### config.mk
export PLATFORM = sky130hd
export DESIGN_NAME = vrpl_lane
export DESIGN_NICKNAME = d
export VERILOG_FILES = /design/src/sv/vrpl_pkg.sv /design/src/sv/vrpl_lane.sv
export SDC_FILE = /design/constraint.sdc
export NUM_CORES = 2
export LEC_CHECK = 0
export ABC_AREA = 1
export BUFFER_PORTS_ARGS = -buffer_cell sky130_fd_sc_hd__buf_2
export CAP_MARGIN = 20
export CORE_ASPECT_RATIO = 0.8
export CORE_MARGIN = 2
export CORE_UTILIZATION = 60
export DETAILED_ROUTE_END_ITERATION = 7
export GPL_TIMING_DRIVEN = 0
export PLACE_DENSITY = 0.82
export SLEW_MARGIN = 20
export SYNTH_ARGS = -nofsm -noshare
export SYNTH_HDL_FRONTEND = slang
export SYNTH_SLANG_ARGS = --single-unit
### constraint.sdc
create_clock -name clk -period 10.4 [get_ports clk]
set_clock_uncertainty 0.1 [all_clocks]
set_input_delay 0 -clock clk [delete_from_list [all_inputs] [get_ports clk]]
set_output_delay 0 -clock clk [all_outputs]
set_load 0.02 [all_outputs]
### src/sv/vrpl_pkg.sv
// ----------------------------------------------------------------------------
// vrpl_pkg
// Shared types and constants of the volume ramp and peak limiter.
// ----------------------------------------------------------------------------
package vrpl_pkg;

  localparam int CHANNELS  = 2;
  localparam int MAX_BLOCK = 4096;
  localparam int LANES     = 2;
  localparam int CH_USED   = (CHANNELS < 1) ? 1 : ((CHANNELS > LANES) ? LANES : CHANNELS);

  localparam int SAMPLE_W = 24;
  localparam int GAIN_W   = 31;
  localparam int MAG_W    = 25;
  localparam int ENV_W    = 17;
  localparam int NUM_W    = 31;
  localparam int ITER_W   = 5;

  localparam logic [ITER_W-1:0] DIV_STEP_ITERS = ITER_W'(31);
  localparam logic [ITER_W-1:0] DIV_LIM_ITERS  = ITER_W'(16);

  localparam logic [GAIN_W-1:0] RAMP_UNITY = GAIN_W'(16384 << 15);
  localparam logic [GAIN_W-1:0] RAMP_MAX   = GAIN_W'(65535 << 15);
  localparam logic [ENV_W-1:0]  ENV_ONE    = ENV_W'(65536);
  localparam logic [12:0]       BLOCK_MAX  = 13'(MAX_BLOCK);

  typedef enum logic [1:0] {
    REG_CEILING = 2'd0,
    REG_ATTACK  = 2'd1,
    REG_RELEASE = 2'd2
  } reg_index_t;

  typedef enum logic [3:0] {
    ST_IDLE,
    ST_DIV_STEP,
    ST_MUL_LO,
    ST_MUL_HI,
    ST_MAG,
    ST_PEAK,
    ST_DIV_LIM,
    ST_ENV,
    ST_SCALE,
    ST_OUT
  } state_t;

  typedef struct packed {
    logic load;
    logic mul_lo;
    logic mul_hi;
    logic mag;
    logic scale;
  } lane_ctrl_t;

  typedef struct packed {
    logic              start;
    logic [MAG_W-1:0]  rem;
    logic [NUM_W-1:0]  num;
    logic [MAG_W-1:0]  den;
    logic [ITER_W-1:0] iters;
  } div_req_t;

endpackage

### src/sv/vrpl_lane.sv
// ----------------------------------------------------------------------------
// vrpl_lane
// One channel: ramp gain scaling, magnitude, envelope scaling, saturation.
// ----------------------------------------------------------------------------
module vrpl_lane (
  input  logic                                clk,
  input  vrpl_pkg::lane_ctrl_t                ctrl,
  input  logic signed [vrpl_pkg::SAMPLE_W-1:0] sample,
  input  logic [vrpl_pkg::GAIN_W-1:0]         gain,
  input  logic [vrpl_pkg::ENV_W-1:0]          env,
  output logic [vrpl_pkg::MAG_W-1:0]          mag,
  output logic signed [vrpl_pkg::SAMPLE_W-1:0] result
);

  logic        neg_r;
  logic [23:0] abs_r;
  logic [38:0] plo_r;
  logic [39:0] phi_r;
  logic [24:0] mag_r;
  logic [41:0] sp_r;

  logic [23:0] raw;
  logic [23:0] abs_nxt;
  logic [55:0] mag_sum;
  logic [42:0] sp_sum;
  logic [26:0] scaled;

  always_comb begin
    raw     = sample;
    abs_nxt = raw[23] ? (~raw + 24'd1) : raw;
    mag_sum = 56'({phi_r, 15'b0}) + 56'(plo_r) + (56'd1 << 28);
    sp_sum  = 43'(sp_r) + 43'd32768;
    scaled  = sp_sum[42:16];
    if (neg_r) begin
      if (scaled > 27'd8388608) begin
        result = -24'sd8388608;
      end else begin
        result = $signed(24'd0 - scaled[23:0]);
      end
    end else begin
      if (scaled > 27'd8388607) begin
        result = 24'sd8388607;
      end else begin
        result = $signed(scaled[23:0]);
      end
    end
  end

  always_ff @(posedge clk) begin
    if (ctrl.load) begin
      neg_r <= raw[23];
      abs_r <= abs_nxt;
    end
    if (ctrl.mul_lo) begin
      plo_r <= 39'(abs_r) * 39'(gain[14:0]);
    end
    if (ctrl.mul_hi) begin
      phi_r <= 40'(abs_r) * 40'(gain[30:15]);
    end
    if (ctrl.mag) begin
      mag_r <= mag_sum[53:29];
    end
    if (ctrl.scale) begin
      sp_r <= 42'(mag_r) * 42'(env);
    end
  end

  assign mag = mag_r;

endmodule

==> After elaboration in Yosys (flattened, before gate mapping) <==
Index checks and enable logic that the tools add are counted.
{ "totals": {"register_bits": 170, "out_inout_bits": 49, "wordCells": 22} }
{ "classes": {"n_addsub": 5, "multipliers": 3, "n_lt_le_gt_ge": 2, "muxes": 4, "bitwise": 1} }
{ "op_table": {"columns": ["op", "n"], "rows": [
  ["two-way mux 24 bit", 3],
  ["adder 54 x 29 -> 54 bit (second input constant)", 1],
  ["adder 54 x 39 -> 54 bit", 1],
  ["adder 42 x 16 -> 43 bit (second input constant)", 1],
  ["multiplier 25 x 17 -> 42 bit", 1],
  ["multiplier 24 x 15 -> 39 bit", 1],
  ["multiplier 24 x 16 -> 39 bit", 1],
  ["greater-than comparator 27 x 23 -> 1 bit (second input constant)", 1],
  ["greater-than comparator 27 x 24 -> 1 bit (second input constant)", 1],
  ["adder 24 x 1 -> 24 bit (second input constant)", 1],
  ["inverter 24 bit", 1],
  ["subtractor 1 x 24 -> 24 bit (first input constant)", 1],
  ["two-way mux 23 bit", 1]
]} }

==> Depth between registers and ports, before layout <==
{ "logic_depth": {"depth_word": 4, "depth_mapped": 28, "depth_no_buf": 26} }

==> Worst setup path after synthesis <==
OpenSTA, ideal clock, no wires.
{ "synth_timing": {"kind": "register to register", "start": "register mag_r[19] (netlist: mag[19])", "end": "register sp_r[33], data pin", "arrival_time_ns": 5.579, "slack_ns": 4.456, "path_stages_with_launch": 23, "path_buffers": 2, "cell_sequence": "edfxtp_1 -> clkbuf_1 -> clkbuf_1 -> nand2_1 -> fa_1 -> inv_1 -> fa_1 -> inv_1 -> fa_1 -> inv_1 -> fa_1 -> fa_1 -> inv_1 -> fa_1 -> inv_1 -> ha_1 -> nand2_1 -> nor2_1 -> inv_1 -> nor4_1 -> a21oi_1 -> o21ai_0 -> xor2_1"} }
{ "synth_between": {"elab_chain_len": 1} }
{ "synth_lines": {"columns": ["item", "line_no", "text"], "rows": [
  ["start: declaration", "vrpl_lane.sv:19", "logic [24:0] mag_r;"],
  ["start signal: assignment", "vrpl_lane.sv:61", "mag_r <= mag_sum[53:29];"],
  ["multiplier 25 x 17 -> 42 bit", "vrpl_lane.sv:64", "sp_r <= 42'(mag_r) * 42'(env);"],
  ["end signal: assignment", "vrpl_lane.sv:64", null],
  ["end: declaration", "vrpl_lane.sv:20", "logic [41:0] sp_r;"]
]} }
Every way passes these cells.
A chain may end at the register's enable or synchronous reset.

==> Worst setup path in the final report <==
{ "layout_timing": {"start": "register abs_r[0]", "end": "register phi_r[29], data pin"} }
{ "layout_between": {"elab_chain_len": 1} }
{ "layout_lines": {"columns": ["item", "line_no", "text"], "rows": [
  ["start: declaration", "vrpl_lane.sv:16", "logic [23:0] abs_r;"],
  ["start signal: assignment", "vrpl_lane.sv:52", "abs_r <= abs_nxt;"],
  ["multiplier 24 x 16 -> 39 bit", "vrpl_lane.sv:58", "phi_r <= 40'(abs_r) * 40'(gain[30:15]);"],
  ["end signal: assignment", "vrpl_lane.sv:58", null],
  ["end: declaration", "vrpl_lane.sv:18", "logic [39:0] phi_r;"]
]} }
Every way passes these cells.

==> summary.txt <==
Status
  • Status: completed

Place
  • Final HPWL DP: 133500 µm
  • Input/output buffers: 111
  • Placer Congestion: 1.061
  • Worst slack at placement: 2807 ps

Clocking
  • CTS resizes: 0
  • CTS tree: built
  • Clock-pin slew on the worst setup and hold paths: 80 ps
  • Clk sink count: 140
  • CTS H-tree depth: 4
  • Latest clock arrival within the worst-skew pair: 500 ps
  • Post-CTS setup buffer count: 0
  • Clock buffer depth: 2
  • Inserted Clock Buffers: 17
  • CTS root buf: clkbuf_16

Detailed routing
  • Drt initial violations: 5136
  • WL met1: 64980 µm
  • WL/cell: 21.39 µm
  • Top sig layer: met5
  • Met2 wire len: 58760 µm
  • Post-route ant nets: 0
  • Met3 wire length: 30720 µm
  • Drt drc: 0
  • Total Routed Length: 159700 µm
  • Vias: 41636
  • DR pass1 iterations: 7
  • Via density: 5.575

Critical path
  • Cells along the critical path: clkbuf_1 > clkbuf_1 > nand2_1 > fa_1 > fa_1 > inv_1 > fa_1 > fa_1 > fa_1 > inv_1 > fa_1 > inv_1 > ha_1 > nand2_1 > nor2_1 > nor2_1 > inv_1 > a21boi_0 > o21ai_0 > a21oi_1 > o21ai_0 > xor2_1
  • Critical path buffers and inverters: 6
  • Kind of critical path: reg2reg
  • CP most frequent cell: fa_1
  • Crit path arrival time: 8110 ps
  • Crit-path max FO: 10
  • Largest delay share family, worst path: adder cells
  • Slowest cell on the critical path: clkbuf_1
  • Slowest stage delay, CP: 900 ps
  • Crit path required time: 10540 ps
  • Critical Path Start Type: register
  • CP endpoint kind: register

Logic synthesis
  • Post-synthesis sequential element count: 140
  • Post-synth top flop: edfxtp_1
  • Post-synth top cells: inv_1 (1800), nand2_1 (1716), fa_1 (930), ha_1 (372), nor2_1 (263)
  • Register area share after synthesis: 0.08867
  • Yosys top cell area share: 0.3927
  • Syn Inst Count: 6244
  • Most common cell in the netlist: inv_1
  • Post-synth cell types: 42
  • Mapped Area: 47410 µm²
  • Yosys warns: 0
  • EDFF count, synth: 140
  • Post-Syn Nets: 7624
  • Post-synth ARST share: 0
  • Largest area contributor in the netlist: fa_1
  • Avg Cell Area, Syn: 7.593 µm²
  • Synth area leaders: fa_1 (39%), inv_1 (14%), nand2_1 (14%), ha_1 (9.8%), edfxtp_1 (8.9%)

Layout
  • Layout Nets: 7797
  • Layout Area Growth over Synthesis: 6.078%
  • Layout cells sized above 1: 0.02846

STA
  • Tcrit/Tclk final: 0.7657
  • PnR worst setup slack: 2436 ps
  • Fin. Hold Viols: 0
  • Relative slew slack: 0.1968
  • Tmin final: 7964 ps
  • Slew Viols, Final: 0
  • Fmax: 125.6 MHz
  • TNS Setup: 0 ps
  • RSZ-0062 raised after global routing: no
  • # setup viols final: 0
  • Worst slew pin tran: 1205 ps

Global route
  • Total gr overflow: 0
  • Initial antenna violation count: 7
  • Vias in the first global route: 41506
  • First-pass GRT wire length: 244700 µm
  • GRT Overall Usage: 0.4026
  • Largest net degree at the start of global routing: 40

Hold path
  • Min-delay worst type: in2reg

Die
  • Starting Density: 0.6039
  • Die footprint: 81300 µm²
  • Row count: 92
  • Width of the chip: 318.3 µm
  • Placeable Area: 78510 µm²
  • Top-level port count: 127
  • Die H: 255.4 µm

Flow run
  • Max cap viols: 0
-- stage by stage --
stage	instances	hold WS [ps]	util	area, µm²
floorplan	6244	-1.131	-	47410
global placement	7389	116.6	0.6275	49260
detailed placement	7389	119.8	0.6275	49260
CTS	7464	31.88	0.6405	50280
global route	7466	92.65	0.6406	50290
finish	7468	41.89	0.6406	50290
-- cell usage in the layout, fill, tap and decap left out, types with 3 or more instances in the layout --
cell type      instances
fa_1                 930
a31oi_1               11
a211oi_1               4
edfxtp_1             140
o21bai_1              26
ha_1                 372
clkinv_4               3
inv_1               1800
xnor2_1               41
nor2_4                 6
nand2_2               11
diode_2                4
nand2_1             1716
a21boi_0              11
nand3b_1              14
xor2_1                92
buf_6                  3
a21oi_1              163
dlygate4sd3_1         43
a221oi_1               6
nand3_1              134
inv_6                  4
nor2_2                 9
nor3_1                44
a21o_1                20
o21a_1                 7
nor2_1               263
o31ai_1                3
clkbuf_16             17
inv_8                  5
nand4_1               33
clkbuf_1             237
inv_2                  3
clkinv_8               3
nor4_1                11
and3_1                 3
o21ai_0              112
buf_2                116
-- registers in the layout, summed over array words and instances, names as in the netlist --
name	count
mag	25
sp_r	27
neg_r	1
abs_r	24
plo_r	24
phi_r	39
-- area by class of cell --
| cell class | count | area [µm²] |
|---|---|---|
| antenna | 4 | 10.01 |
| buffer | 247 | 955.9 |
| sequential | 140 | 4204 |
| tap | 1034 | 1294 |
| inverter | 1803 | 6768 |
| multi-input combinational | 4054 | 35480 |
| clock inverter | 15 | 166.4 |
| fill | 6834 | 28210 |
| timing repair buffer | 154 | 985.9 |
| clock buffer | 17 | 425.4 |
-- worst reg2reg max path: stages, from the launching register on --
cell      delay, ps
edfxtp_1        600
clkbuf_1        900
clkbuf_1        700
nand2_1         190
fa_1            570
fa_1            540
inv_1            60
fa_1            510
fa_1            530
fa_1            560
inv_1            60
fa_1            700
inv_1           100
ha_1            400
nand2_1         120
nor2_1           50
nor2_1           80
inv_1            50
a21boi_0        160
o21ai_0         170
a21oi_1         230
o21ai_0         170
xor2_1          180
-- final timing paths --
kind                                 from        end  slack, ps  depth (start not counted)
worst max-delay path             abs_r[0]  phi_r[29]       2440                         22
worst min-delay path              ctrl[2]   phi_r[4]         40                          1
worst max register to register   abs_r[0]  phi_r[29]       2440                         22
worst min register to register  phi_r[38]    mag[24]        480                          1
-- repair_timing --
item,in CTS,in global routing
setup endpoints to repair,0,0
endpoints found under the hold margin,127,0
hold buffers,43,0
-- metal layers --
layer | vias up | global-route usage
li1 | 18341 | -
met1 | 20062 | 0.5783
met2 | 2850 | 0.5082
met3 | 375 | 0.2280
met4 | 8 | 0.1201
met5 | - | 0
-- kinds of logic (layout without fill, tap and decap cells) --
family                     Yosys count  count (layout)  share of synthesized area
other                                0               4                          0
and+or+nand+nor                   2249            2249                     0.1889
AOI/OAI and AO/OA                  370             370                    0.04405
buffers and inverters             2050            2236                     0.1629
DFF                                140             140                    0.08867
adders and majority gates         1302            1302                     0.4909
xor gates and xnor gates           133             133                    0.02457
Power is left out: the tool's default activity adds up to more than one toggle a clock period on the data nets, which glitch-free logic cannot reach.
