`src/sv/vrpl_pkg.sv`:
```
// ----------------------------------------------------------------------------
// vrpl_pkg
// Shared types and constants of the volume ramp and peak limiter.
// ----------------------------------------------------------------------------
package vrpl_pkg;

  localparam int CHANNELS  = 2;
  localparam int MAX_BLOCK = 4096;
  localparam int LANES     = 2;
  localparam int CH_USED   = (CHANNELS < 1) ? 1 : ((CHANNELS > LANES) ? LANES : CHANNELS);

  localparam int SAMPLE_W = 24;
  localparam int GAIN_W   = 31;
  localparam int MAG_W    = 25;
  localparam int ENV_W    = 17;
  localparam int NUM_W    = 31;
  localparam int ITER_W   = 5;

  localparam logic [ITER_W-1:0] DIV_STEP_ITERS = ITER_W'(31);
  localparam logic [ITER_W-1:0] DIV_LIM_ITERS  = ITER_W'(16);

  localparam logic [GAIN_W-1:0] RAMP_UNITY = GAIN_W'(16384 << 15);
  localparam logic [GAIN_W-1:0] RAMP_MAX   = GAIN_W'(65535 << 15);
  localparam logic [ENV_W-1:0]  ENV_ONE    = ENV_W'(65536);
  localparam logic [12:0]       BLOCK_MAX  = 13'(MAX_BLOCK);

  typedef enum logic [1:0] {
    REG_CEILING = 2'd0,
    REG_ATTACK  = 2'd1,
    REG_RELEASE = 2'd2
  } reg_index_t;

  typedef enum logic [3:0] {
    ST_IDLE,
    ST_DIV_STEP,
    ST_MUL_LO,
    ST_MUL_HI,
    ST_MAG,
    ST_PEAK,
    ST_DIV_LIM,
    ST_ENV,
    ST_SCALE,
    ST_OUT
  } state_t;

  typedef struct packed {
    logic load;
    logic mul_lo;
    logic mul_hi;
    logic mag;
    logic scale;
  } lane_ctrl_t;

  typedef struct packed {
    logic              start;
    logic [MAG_W-1:0]  rem;
    logic [NUM_W-1:0]  num;
    logic [MAG_W-1:0]  den;
    logic [ITER_W-1:0] iters;
  } div_req_t;

endpackage

```
`src/sv/vrpl_div.sv`:
```
// ----------------------------------------------------------------------------
// vrpl_div
// Shared restoring divider, one quotient bit per cycle.
// ----------------------------------------------------------------------------
module vrpl_div (
  input  logic                        clk,
  input  logic                        rst_n,
  input  vrpl_pkg::div_req_t          req,
  output logic                        done,
  output logic [vrpl_pkg::NUM_W-1:0]  quot
);

  logic [vrpl_pkg::ITER_W-1:0] cnt_r;
  logic [vrpl_pkg::MAG_W-1:0]  rem_r;
  logic [vrpl_pkg::NUM_W-1:0]  num_r;
  logic [vrpl_pkg::MAG_W-1:0]  den_r;
  logic                        done_r;

  logic [vrpl_pkg::MAG_W:0]    trial;
  logic                        ge;

  always_comb begin
    trial = {rem_r, num_r[vrpl_pkg::NUM_W-1]};
    ge    = (trial >= {1'b0, den_r});
  end

  always_ff @(posedge clk) begin
    if (!rst_n) begin
      cnt_r  <= '0;
      done_r <= 1'b0;
    end else if (req.start) begin
      cnt_r  <= req.iters;
      done_r <= 1'b0;
    end else begin
      done_r <= (cnt_r == vrpl_pkg::ITER_W'(1));
      if (cnt_r != '0) begin
        cnt_r <= cnt_r - vrpl_pkg::ITER_W'(1);
      end
    end
  end

  always_ff @(posedge clk) begin
    if (req.start) begin
      rem_r <= req.rem;
      num_r <= req.num;
      den_r <= req.den;
    end else if (cnt_r != '0) begin
      rem_r <= ge ? vrpl_pkg::MAG_W'(trial - {1'b0, den_r}) : trial[vrpl_pkg::MAG_W-1:0];
      num_r <= {num_r[vrpl_pkg::NUM_W-2:0], ge};
    end
  end

  assign done = done_r;
  assign quot = num_r;

endmodule
```
`config.mk`:
```
export PLATFORM = sky130hd
export DESIGN_NAME = vrpl_div
export DESIGN_NICKNAME = d
export VERILOG_FILES = /design/src/sv/vrpl_pkg.sv /design/src/sv/vrpl_div.sv
export SDC_FILE = /design/constraint.sdc
export NUM_CORES = 1
export LEC_CHECK = 0
export CAP_MARGIN = 25
export CORE_MARGIN = 5
export CORE_UTILIZATION = 40
export CTS_BUF_LIST = sky130_fd_sc_hd__clkbuf_16
export CTS_CLUSTER_DIAMETER = 200
export DETAILED_ROUTE_END_ITERATION = 10
export DONT_BUFFER_PORTS = 1
export GPL_ROUTABILITY_DRIVEN = 0
export SLEW_MARGIN = 20
export SYNTH_ARGS = -nofsm -noshare
export SYNTH_HDL_FRONTEND = slang
export SYNTH_SLANG_ARGS = --single-unit
```
`constraint.sdc`:
```
create_clock -name clk -period 6.6 [get_ports clk]
set_clock_uncertainty 0.05 [all_clocks]
set_input_delay 0.33 -clock clk [delete_from_list [all_inputs] [get_ports clk]]
set_output_delay 0.33 -clock clk [all_outputs]
set_load 0.005 [all_outputs]
```
# Word level (Yosys, flattened, before mapping)
# Cells that the tools add are included.
op_classes:
  n_bitwise: 1
  n_reduce_logical: 3
  eq_ne: 1
  muxes: 7
  mul: 0
  n_addsub: 2
  shift: 0
  order_cmp: 1
  div: 0
ops:
  columns: ["cell", "n"]
  rows:
  - ["25-bit two-way mux", 3]
  - ["31-bit two-way mux", 2]
  - ["26-bit by 25-bit >= comparator with 1-bit output", 1]
  - ["25-bit subtractor", 1]
  - ["5-bit two-way mux", 2]
  - ["5-bit by 1-bit equality test with 1-bit output, second input constant", 1]
  - ["5-bit nonzero test", 1]
  - ["5-bit by 1-bit subtractor with 5-bit output, second input constant", 1]
  - ["2-bit nonzero test", 1]
  - ["2-bit OR reduction", 1]
  - ["1-bit NOT", 1]
totals:
  mem_bits_rw: 0
  out_inout_bits: 32
  latchBits: 0
  ff_bits: 87
  mem_bits_ro: 0
  inputBits: 89
  word_cells: 20
  n_memories: 0

# Depth between registers and ports, before layout
# Gate-level depths: netlist (run 1).
depth:
  depth_word: 4
  mapped_depth: 14
  mapped_depth_nobuf: 12

# Least setup slack after synthesis (run 1)
# OpenSTA, ideal clock, no wires.
synth_timing:
  kind: "register to register"
  start: "reg num_r, in the netlist quot[30]"
  end: "reg rem_r[21] in the netlist's numbering, data pin"
  slack_ps: 3572
  setup_ps: 261
  path_stages_with_launch: 15
  period_less_slack_ps: 3028
  arrival_time_ps: 2717
  n_path_buf: 2
  cell_sequence: "edfxtp_1 > inv_1 > ha_1 > inv_1 > fa_1 > a211oi_2 > o21ai_1 > a31oi_2 > a31oi_4 > a211oi_2 > o21a_1 > buf_6 > buf_6 > nor2_1 > a221o_1"
synth_between:
  elab_chain_cells: 4
  elab_cells_between_ends: 5
  classes_between: "1 x add/sub; 1 x order compare; 3 x mux"
synth_lines:
  columns: ["element", "line_no", "source"]
  rows:
  - ["start, declared", "vrpl_div.sv:15", "logic [vrpl_pkg::NUM_W-1:0] num_r;"]
  - ["start signal, assigned", "vrpl_div.sv:45", "num_r <= req.num;"]
  - ["start signal, assigned", "vrpl_div.sv:49", "num_r <= {num_r[vrpl_pkg::NUM_W-2:0], ge};"]
  - ["25-bit subtractor or 26-bit by 25-bit >= comparator with 1-bit output (tied branches)", "vrpl_div.sv:48, vrpl_div.sv:24", null]
  - ["25-bit two-way mux *", "vrpl_div.sv:48", "rem_r <= ge ? vrpl_pkg::MAG_W'(trial - {1'b0, den_r}) : trial[vrpl_pkg::MAG_W-1:0];"]
  - ["25-bit two-way mux *", "vrpl_div.sv:47", "end else if (cnt_r != '0) begin"]
  - ["25-bit two-way mux *", "vrpl_div.sv:43", "if (req.start) begin"]
  - ["end signal, assigned", "vrpl_div.sv:44", "rem_r <= req.rem;"]
  - ["end signal, assigned", "vrpl_div.sv:48", null]
  - ["end, declared", "vrpl_div.sv:14", "logic [vrpl_pkg::MAG_W-1:0] rem_r;"]
# Mark *: on every way between the ends. The rest lies on a longest branch, timed or not. The select of a mux whose other input is x is not followed.
# A chain may end at the register's enable or synchronous reset.

# Worst setup path in the final report (run 1)
layout_timing:
  start: "reg num_r, in the netlist quot[30]"
  end: "reg rem_r[0] in the netlist's numbering, data pin"
# The elaborated chain is that of the path after synthesis.

==> results of run 1 <==
Yosys cell counts (12+ instances only):
library cell               count
sky130_fd_sc_hd__edfxtp_1     81
sky130_fd_sc_hd__inv_1        35
sky130_fd_sc_hd__nand2_1      35
sky130_fd_sc_hd__mux2_2       31
sky130_fd_sc_hd__ha_1         28
sky130_fd_sc_hd__a21oi_1      22
sky130_fd_sc_hd__nor2_1       22
sky130_fd_sc_hd__clkbuf_1     15
sky130_fd_sc_hd__nand3b_1     15
sky130_fd_sc_hd__o21ai_0      14
sky130_fd_sc_hd__o311ai_0     12
sky130_fd_sc_hd__xnor2_1      12
repair_timing:
action	in CTS	in global routing
hold buffers	2	8
setup buffers	0	0
endpoints found under the hold margin	2	8
setup endpoints to repair	0	0
worst max-delay path by stage:
stage,startpoint,to,slack [ns]
6_report,quot[30],rem_r[0],2.55
5_1_grt,quot[30],rem_r[0],2.26
4_1_cts,quot[30],rem_r[0],2.50
3_5_place_dp,quot[30],rem_r[0],2.54
3_3_place_gp,quot[30],rem_r[0],2.65
2_1_floorplan,quot[30],rem_r[21],3.57
sequential cells by signal, summed over array words and instances (netlist names):
register / cells
cnt_r: 5
done: 1
rem_r: 25
quot: 31
den_r: 25
placed cells by master, fill, tap and decap left out, types with 7 or more instances in the layout:
master,synthesis,final
sky130_fd_sc_hd__nand3b_1,15,15
sky130_fd_sc_hd__nor2b_1,10,10
sky130_fd_sc_hd__ha_1,28,28
sky130_fd_sc_hd__o311ai_0,12,12
sky130_fd_sc_hd__dlygate4sd3_1,0,10
sky130_fd_sc_hd__nor3_1,7,7
sky130_fd_sc_hd__nand2_1,35,34
sky130_fd_sc_hd__mux2_2,31,31
sky130_fd_sc_hd__a21o_1,9,9
sky130_fd_sc_hd__xnor2_1,12,12
sky130_fd_sc_hd__nor2_1,22,22
sky130_fd_sc_hd__inv_1,35,35
sky130_fd_sc_hd__edfxtp_1,81,81
sky130_fd_sc_hd__o21ai_0,14,14
sky130_fd_sc_hd__clkbuf_16,0,9
sky130_fd_sc_hd__a21oi_1,22,22
sky130_fd_sc_hd__xor2_1,11,11
layout make-up:
class	count	area, um^2	area share, %
Clock buffer	9	225.2	3.941
Clock inverter	7	72.57	1.270
Inverter	35	131.4	2.299
Multi-Input combinational cell	313	2402	42.04
Sequential cell	87	2552	44.67
Tap cell	172	215.2	3.766
Timing Repair Buffer	12	115.1	2.014
through the flow:
step                util, %  setup slack (ns)  area (um^2)  hold slack [ns]
floorplan                 -             3.572         5182           0.3789
global placement      41.96             2.653         5316           0.3789
detailed placement    41.96             2.540         5316           0.3789
CTS                   44.47             2.501         5634        0.0008303
global route          45.10             2.262         5714       0.00002953
finish                45.10             2.546         5714          0.01898
power groups by stage:
stage	registers, uW	logic, uW	clock network, uW
after CTS	894	1060	533
after global placement	900	1040	0
final	890	1060	515
after detailed placement	901	1050	0
after global routing	911	1200	555
after floorplan	870	896	0
kinds of logic after synthesis:
group | synth area share (%)
compound gates | 14.63
buf+inv | 4.442
flops | 49.25
fa+ha+maj | 7.146
xor+xnor | 3.887
simple gates | 12.75
mux | 7.895
routing by layer:
| layer | global-route usage [%] | share of wire, % | up-vias |
|---|---|---|---|
| met1 | 18.14 | 43 | 1638 |
| met5 | 0 | 0 | - |
| met4 | 4.567 | 1.3 | 0 |
| li1 | - | - | 1717 |
| met2 | 24.10 | 46 | 96 |
| met3 | 8.538 | 10 | 9 |
==> load_flow_metrics.sql, run 1 <==
INSERT INTO impl_metrics (metric_group, metric, value, unit) VALUES
('timing', 'tightestPinTransition', '0.8225', 'ns'),
('timing', 'layout_worst_path_cycle_share', '61.43', '%'),
('synthesis', 'synth_cell_type_count', '62', ''),
('setup_path', 'worst_path_dominant_cell_family', 'compound AO/OA/AOI/OAI gates', ''),
('global_route', 'grt_use_total', '15.40', '%'),
('setup_path', 'cp-end-kind', 'register', ''),
('synthesis', 'post_synth_edffs', '81', ''),
('synthesis', 'post-synth-top-area-fraction', '46.93', '%'),
('pwr', 'p_leak', '0.002191', 'uW'),
('global_route', 'first_global_vias', '3620', ''),
('status', 'status', 'finished, final reports clean', ''),
('synthesis', 'synth_sequential_area_ratio', '49.25', '%'),
('timing', 'final-hold-violation-count', '0', ''),
('run', 'cap_violations', '0', ''),
('setup_path', 'crit_path_top_delay_cell', 'sky130_fd_sc_hd__o21a_1', ''),
('clocking', 'insertion_delay', '0.35', 'ns'),
('synthesis', 'synthTopCellsByArea', 'sky130_fd_sc_hd__edfxtp_1 47%, sky130_fd_sc_hd__ha_1 6.8%, sky130_fd_sc_hd__mux2_2 6.7%', ''),
('clocking', 'cts.reportedPaths.clkPinSlew', '0.07', 'ns'),
('synthesis', 'synthesis.area_per_instance', '11.37', 'um^2'),
('synthesis', 'synth_async_sr_flop_share', '0', '%'),
('setup_path', 'timing.rr.end', 'rem_r[0]', ''),
('min_path', 'worst_hold_path.num_cells', '0', ''),
('routing', 'vias_per_cell', '5.449', ''),
('routing', 'wirelength', '11.18', 'mm'),
('timing', 'report.final.slew_viol_count', '0', ''),
('routing', 'drt_pre_antenna_iters', '4', ''),
('routing', 'avgRoutedWirePerCell', '17.61', 'um'),
('synthesis', 'yosys_register_bits', '87', ''),
('synthesis', 'synth-main-ff-cell', 'sky130_fd_sc_hd__edfxtp_1', ''),
('placement', 'dpl.cell_count', '609', ''),
('min_path', 'hold_path.startpoint', 'req[21]', ''),
('pwr', 'power_frac_clock', '20.9', '%'),
('pwr', 'cell_internal_power_dissipation', '1528', 'uW'),
('pwr', 'p_sw_share', '37.97', '%'),
('synthesis', 'post-synth-top-area-cell', 'sky130_fd_sc_hd__edfxtp_1', ''),
('global_route', 'grt_overflow', '0', ''),
('synthesis', 'synth_fp_nets', '574', ''),
('timing', 'final.min_clock_period', '4.054', 'ns'),
('placement', 'detailedPlacementHpwl', '7.891', 'mm'),
('min_path', 'hold_path_end', 'den_r[16]', ''),
('pwr', 'power.net_switching', '935.6', 'uW'),
('floorplanning', 'initial_cell_density_of_the_core', '40.90', '%'),
('timing', 'post_route_setup_tns', '0', 'ns'),
('synthesis', 'number_of_instances_in_the_synthesized_netlist', '456', ''),
('routing', 'dr_total_vias', '3460', ''),
('clocking', 'post_cts.resized_instances', '0', ''),
('pwr', 'pwr_total', '2464', 'uW'),
('setup_path', 'critPathMaxStageDelay', '0.70', 'ns'),
('setup_path', 'start_kind', 'register', ''),
('min_path', 'hold_crit_path_type', 'in2reg', ''),
('floorplanning', 'die_w', '123.8', 'um'),
('floorplanning', 'design.die.area', '0.01533', 'mm^2'),
('pwr', 'power.combinational.fraction', '43.0', '%'),
('floorplanning', 'chipHeight', '123.8', 'um'),
('timing', 'fmaxAchievable', '246.7', 'MHz'),
('setup_path', 'crit_path_category', 'reg2reg', ''),
('routing', 'detail_route.drc_violations', '0', ''),
('timing', 'grt_setup_unrepaired', 'false', ''),
('setup_path', 'rr_startpoint', 'quot[30]', ''),
('routing', 'drt_iter0_drcs', '152', ''),
('pwr', 'sequentialPowerShare', '36.1', '%'),
('cells_and_area', 'final_cell_count_no_fill', '635', ''),
('cells_and_area', 'layout-area-overhead-vs-synth', '10.26', '%'),
('pwr', 'max-vdd-ir-drop', '215.1', 'uV'),
('setup_path', 'cp.depth', '13', ''),
('floorplanning', 'placeableCoreArea', '0.01267', 'mm^2'),
('global_route', 'grt_start_max_net_pins', '134', ''),
('routing', 'postRouteAntennaNets', '0', ''),
('setup_path', 'critical_path_peak_fanout', '25', ''),
('setup_path', 'r2r_cells', '13', ''),
('synthesis', 'syn-cell-area', '0.005182', 'mm^2');
Note: power is estimated with default switching activity, not from simulation.
==> run 2, diff against run 1 <==
==> constraint.sdc (replaced) <==
create_clock -name clk -period 4.03 [get_ports clk]
set_clock_uncertainty 0.05 [all_clocks]
set_input_delay 0.2015 -clock clk [delete_from_list [all_inputs] [get_ports clk]]
set_output_delay 0.2015 -clock clk [all_outputs]
set_load 0.005 [all_outputs]
==> load_flow_metrics.sql, run 2 (same netlist as run 1, synthesis figures left out) <==
INSERT INTO impl_metrics (metric_group, metric, value, unit) VALUES
('global_route', 'grt_use_total', '16.15', '%'),
('routing', 'detail_route.drc_violations', '0', ''),
('setup_path', 'critPathCapture', 'rem_r[0]', ''),
('global_route', 'grt_pass1_wl', '19.02', 'mm'),
('global_route', 'grt_overflow', '0', ''),
('global_route', 'grt_antenna_before_repair', '0', ''),
('cells_and_area', 'n_antenna_cell', '0', ''),
('placement', 'dpl.cell_count', '610', ''),
('cells_and_area', 'post_route_cells_drive_above_1_share', '13.40', '%'),
('routing', 'avgRoutedWirePerCell', '17.91', 'um'),
('timing', 'fmaxAchievable', '290.2', 'MHz'),
('timing', 'setup_viol_count_final', '0', ''),
('pwr', 'p_sw_share', '38.15', '%'),
('placement', 'detailedPlacementHpwl', '8.044', 'mm'),
('routing', 'vias_per_cell', '5.440', ''),
('cells_and_area', 'final_common_cell', 'sky130_fd_sc_hd__edfxtp_1', ''),
('floorplanning', 'die_w', '123.8', 'um'),
('clocking', 'numCtsBuffers', '9', ''),
('setup_path', 'r2r_slack', '0.58', 'ns'),
('cells_and_area', 'nNetsFinal', '613', ''),
('timing', 'final.min_clock_period', '3.446', 'ns'),
('global_route', 'grt_start_max_net_pins', '107', ''),
('clocking', 'insertion_delay', '0.36', 'ns'),
('setup_path', 'rr_startpoint', 'quot[30]', ''),
('routing', 'dr_total_vias', '3656', ''),
('floorplanning', 'placement_rows', '41', ''),
('timing', 'layout_worst_path_cycle_share', '85.51', '%'),
('cells_and_area', 'largest_register_ff_count', '31', ''),
('pwr', 'power_frac_clock', '20.3', '%'),
('pwr', 'power.combinational.fraction', '43.9', '%'),
('setup_path', 'start_kind', 'register', ''),
('floorplanning', 'design.die.area', '0.01533', 'mm^2'),
('setup_path', 'critical_path_arrival', '3.51', 'ns'),
('pwr', 'p_leak', '0.002348', 'uW'),
('routing', 'drt_pre_antenna_iters', '5', ''),
('clocking', 'cts.sinks', '87', ''),
('clocking', 'ctsHtreeMaxLevel', '3', ''),
('cells_and_area', 'final_cell_count_no_fill', '672', ''),
('timing', 'slew_headroom', '49.11', '%'),
('floorplanning', 'floorplan.io_pins', '121', ''),
('pwr', 'sequentialPowerShare', '35.8', '%'),
('timing', 'grt_setup_unrepaired', 'false', ''),
('routing', 'postRouteAntennaNets', '0', ''),
('setup_path', 'crit_path_category', 'reg2reg', ''),
('clocking', 'post_cts.resized_instances', '0', ''),
('clocking', 'cts_root_buffer', 'sky130_fd_sc_hd__clkbuf_16', ''),
('clocking', 'clock_tree.buffer_depth', '2', ''),
('setup_path', 'cp-end-kind', 'register', ''),
('run', 'cap_violations', '0', ''),
('global_route', 'first_global_vias', '3825', ''),
('setup_path', 'path_cells', 'inv_1 -> ha_1 -> inv_1 -> fa_1 -> a211oi_2 -> o21ai_1 -> a31oi_2 -> a31oi_4 -> a211oi_2 -> o21a_1 -> buf_4 -> mux2i_1 -> mux2_2', ''),
('status', 'status', 'finished, final reports clean', ''),
('min_path', 'hold_crit_path_type', 'in2reg', ''),
('setup_path', 'timing.rr.end', 'rem_r[0]', ''),
('routing', 'wirelength', '12.03', 'mm'),
('timing', 'tightestPinTransition', '0.7606', 'ns'),
('floorplanning', 'placeableCoreArea', '0.01267', 'mm^2'),
('floorplanning', 'initial_cell_density_of_the_core', '40.90', '%'),
('floorplanning', 'chipHeight', '123.8', 'um'),
('timing', 'post_route_setup_tns', '0', 'ns'),
('setup_path', 'r2r_cells', '13', ''),
('setup_path', 'launching_instance_or_port_of_the_critical_path', 'quot[30]', ''),
('setup_path', 'crit_path_top_delay_cell', 'sky130_fd_sc_hd__fa_1', ''),
('pwr', 'powerDensity', '672.7', 'mW/mm^2'),
('pwr', 'power.net_switching', '1561', 'uW'),
('routing', 'drt_iter0_drcs', '144', ''),
('clocking', 'tritoncts', 'done', ''),
('cells_and_area', 'layout-area-overhead-vs-synth', '17.33', '%'),
('setup_path', 'worstPathRequired', '4.09', 'ns'),
('setup_path', 'critPathMaxStageDelay', '0.45', 'ns'),
('setup_path', 'critical_path_peak_fanout', '31', ''),
('timing', 'final-hold-violation-count', '0', ''),
('pwr', 'max-vdd-ir-drop', '372.5', 'uV'),
('clocking', 'cts.reportedPaths.clkPinSlew', '0.07', 'ns'),
('timing', 'report.final.slew_viol_count', '0', ''),
('pwr', 'cell_internal_power_dissipation', '2530', 'uW'),
('cells_and_area', 'layout.cells.most_common_list', '81 x sky130_fd_sc_hd__edfxtp_1, 45 x sky130_fd_sc_hd__dlygate4sd3_1, 35 x sky130_fd_sc_hd__inv_1, 34 x sky130_fd_sc_hd__nand2_1, 31 x sky130_fd_sc_hd__mux2_2', ''),
('placement', 'port_buffers', '0', '');
[run 2: changes by cell type in the layout (fill, tap and decap cells not counted)]
cell                            change
sky130_fd_sc_hd__clkinv_8           -1
sky130_fd_sc_hd__buf_12             +1
sky130_fd_sc_hd__buf_4              +1
sky130_fd_sc_hd__dlygate4sd3_1     +35
sky130_fd_sc_hd__clkinv_2           +1
[run 2: power groups by stage]
stage | registers [uW] | logic [uW] | clock network [uW]
6_report | 1460 | 1800 | 830
3_3_place_gp | 1480 | 1710 | 0
3_5_place_dp | 1480 | 1740 | 0
2_1_floorplan | 1420 | 1470 | 0
5_1_grt | 1490 | 2010 | 899
4_1_cts | 1460 | 1790 | 853
[run 2: timing repair]
item,in CTS,in global routing
endpoints found under the hold margin,68,3
buffers inserted,0,0
setup endpoints to repair,0,0
hold buffers,43,3
[run 2: worst min path at each step]
stage / from / end / slack (ns) / cells after the start
final: req[46] / quot[16] / 0.01 / 1
after global routing: req[47] / quot[17] / 0.001 / 1
after CTS: req[50] / quot[20] / 0.00007 / 1
after detailed placement: req[9] / den_r[4] / 0.25 / 0
after global placement: req[19] / den_r[14] / 0.25 / 0
after floorplan: req[5] / den_r[0] / 0.25 / 0
[run 2: layer usage]
layer  global-route usage, %  routed length [um]
met1                   19.31                5120
met2                   26.33                5699
met3                   6.857                1052
met4                   5.121                 160
met5                       0                   0
[run 2: per-stage QoR]
| stage | util (%) | hold WS (ns) | cell area (um^2) | setup WS, ns | total power [uW] |
|---|---|---|---|---|---|
| floorplan | - | 0.2504 | 5182 | 1.002 | 2892 |
| detailed placement | 42.02 | 0.2504 | 5324 | 0.6001 | 3221 |
| global route | 47.99 | 0.001468 | 6081 | 0.3776 | 4404 |
| CTS | 47.75 | 0.00007364 | 6051 | 0.5717 | 4113 |
| global placement | 42.02 | 0.2504 | 5324 | 0.7020 | 3187 |
| finish | 47.99 | 0.009797 | 6081 | 0.5838 | 4091 |
[run 2: area by class of cell]
class                           count  area [um^2]
Fill cell                        1192         6590
Sequential cell                    87         2552
Multi-Input combinational cell    313         2402
Timing Repair Buffer               49        493.0
Clock buffer                        9        225.2
Tap cell                          172        215.2
Inverter                           35        131.4
Clock inverter                      7        61.31
[run 2: critical path, delay by kind of cell, from the launching register on]
family	cells	cell delay, ns
AOI/OAI and AO/OA	6	1.25
adders and majority gates	2	0.62
muxes	2	0.38
buffers and inverters	3	0.47
DFF	1	0.42
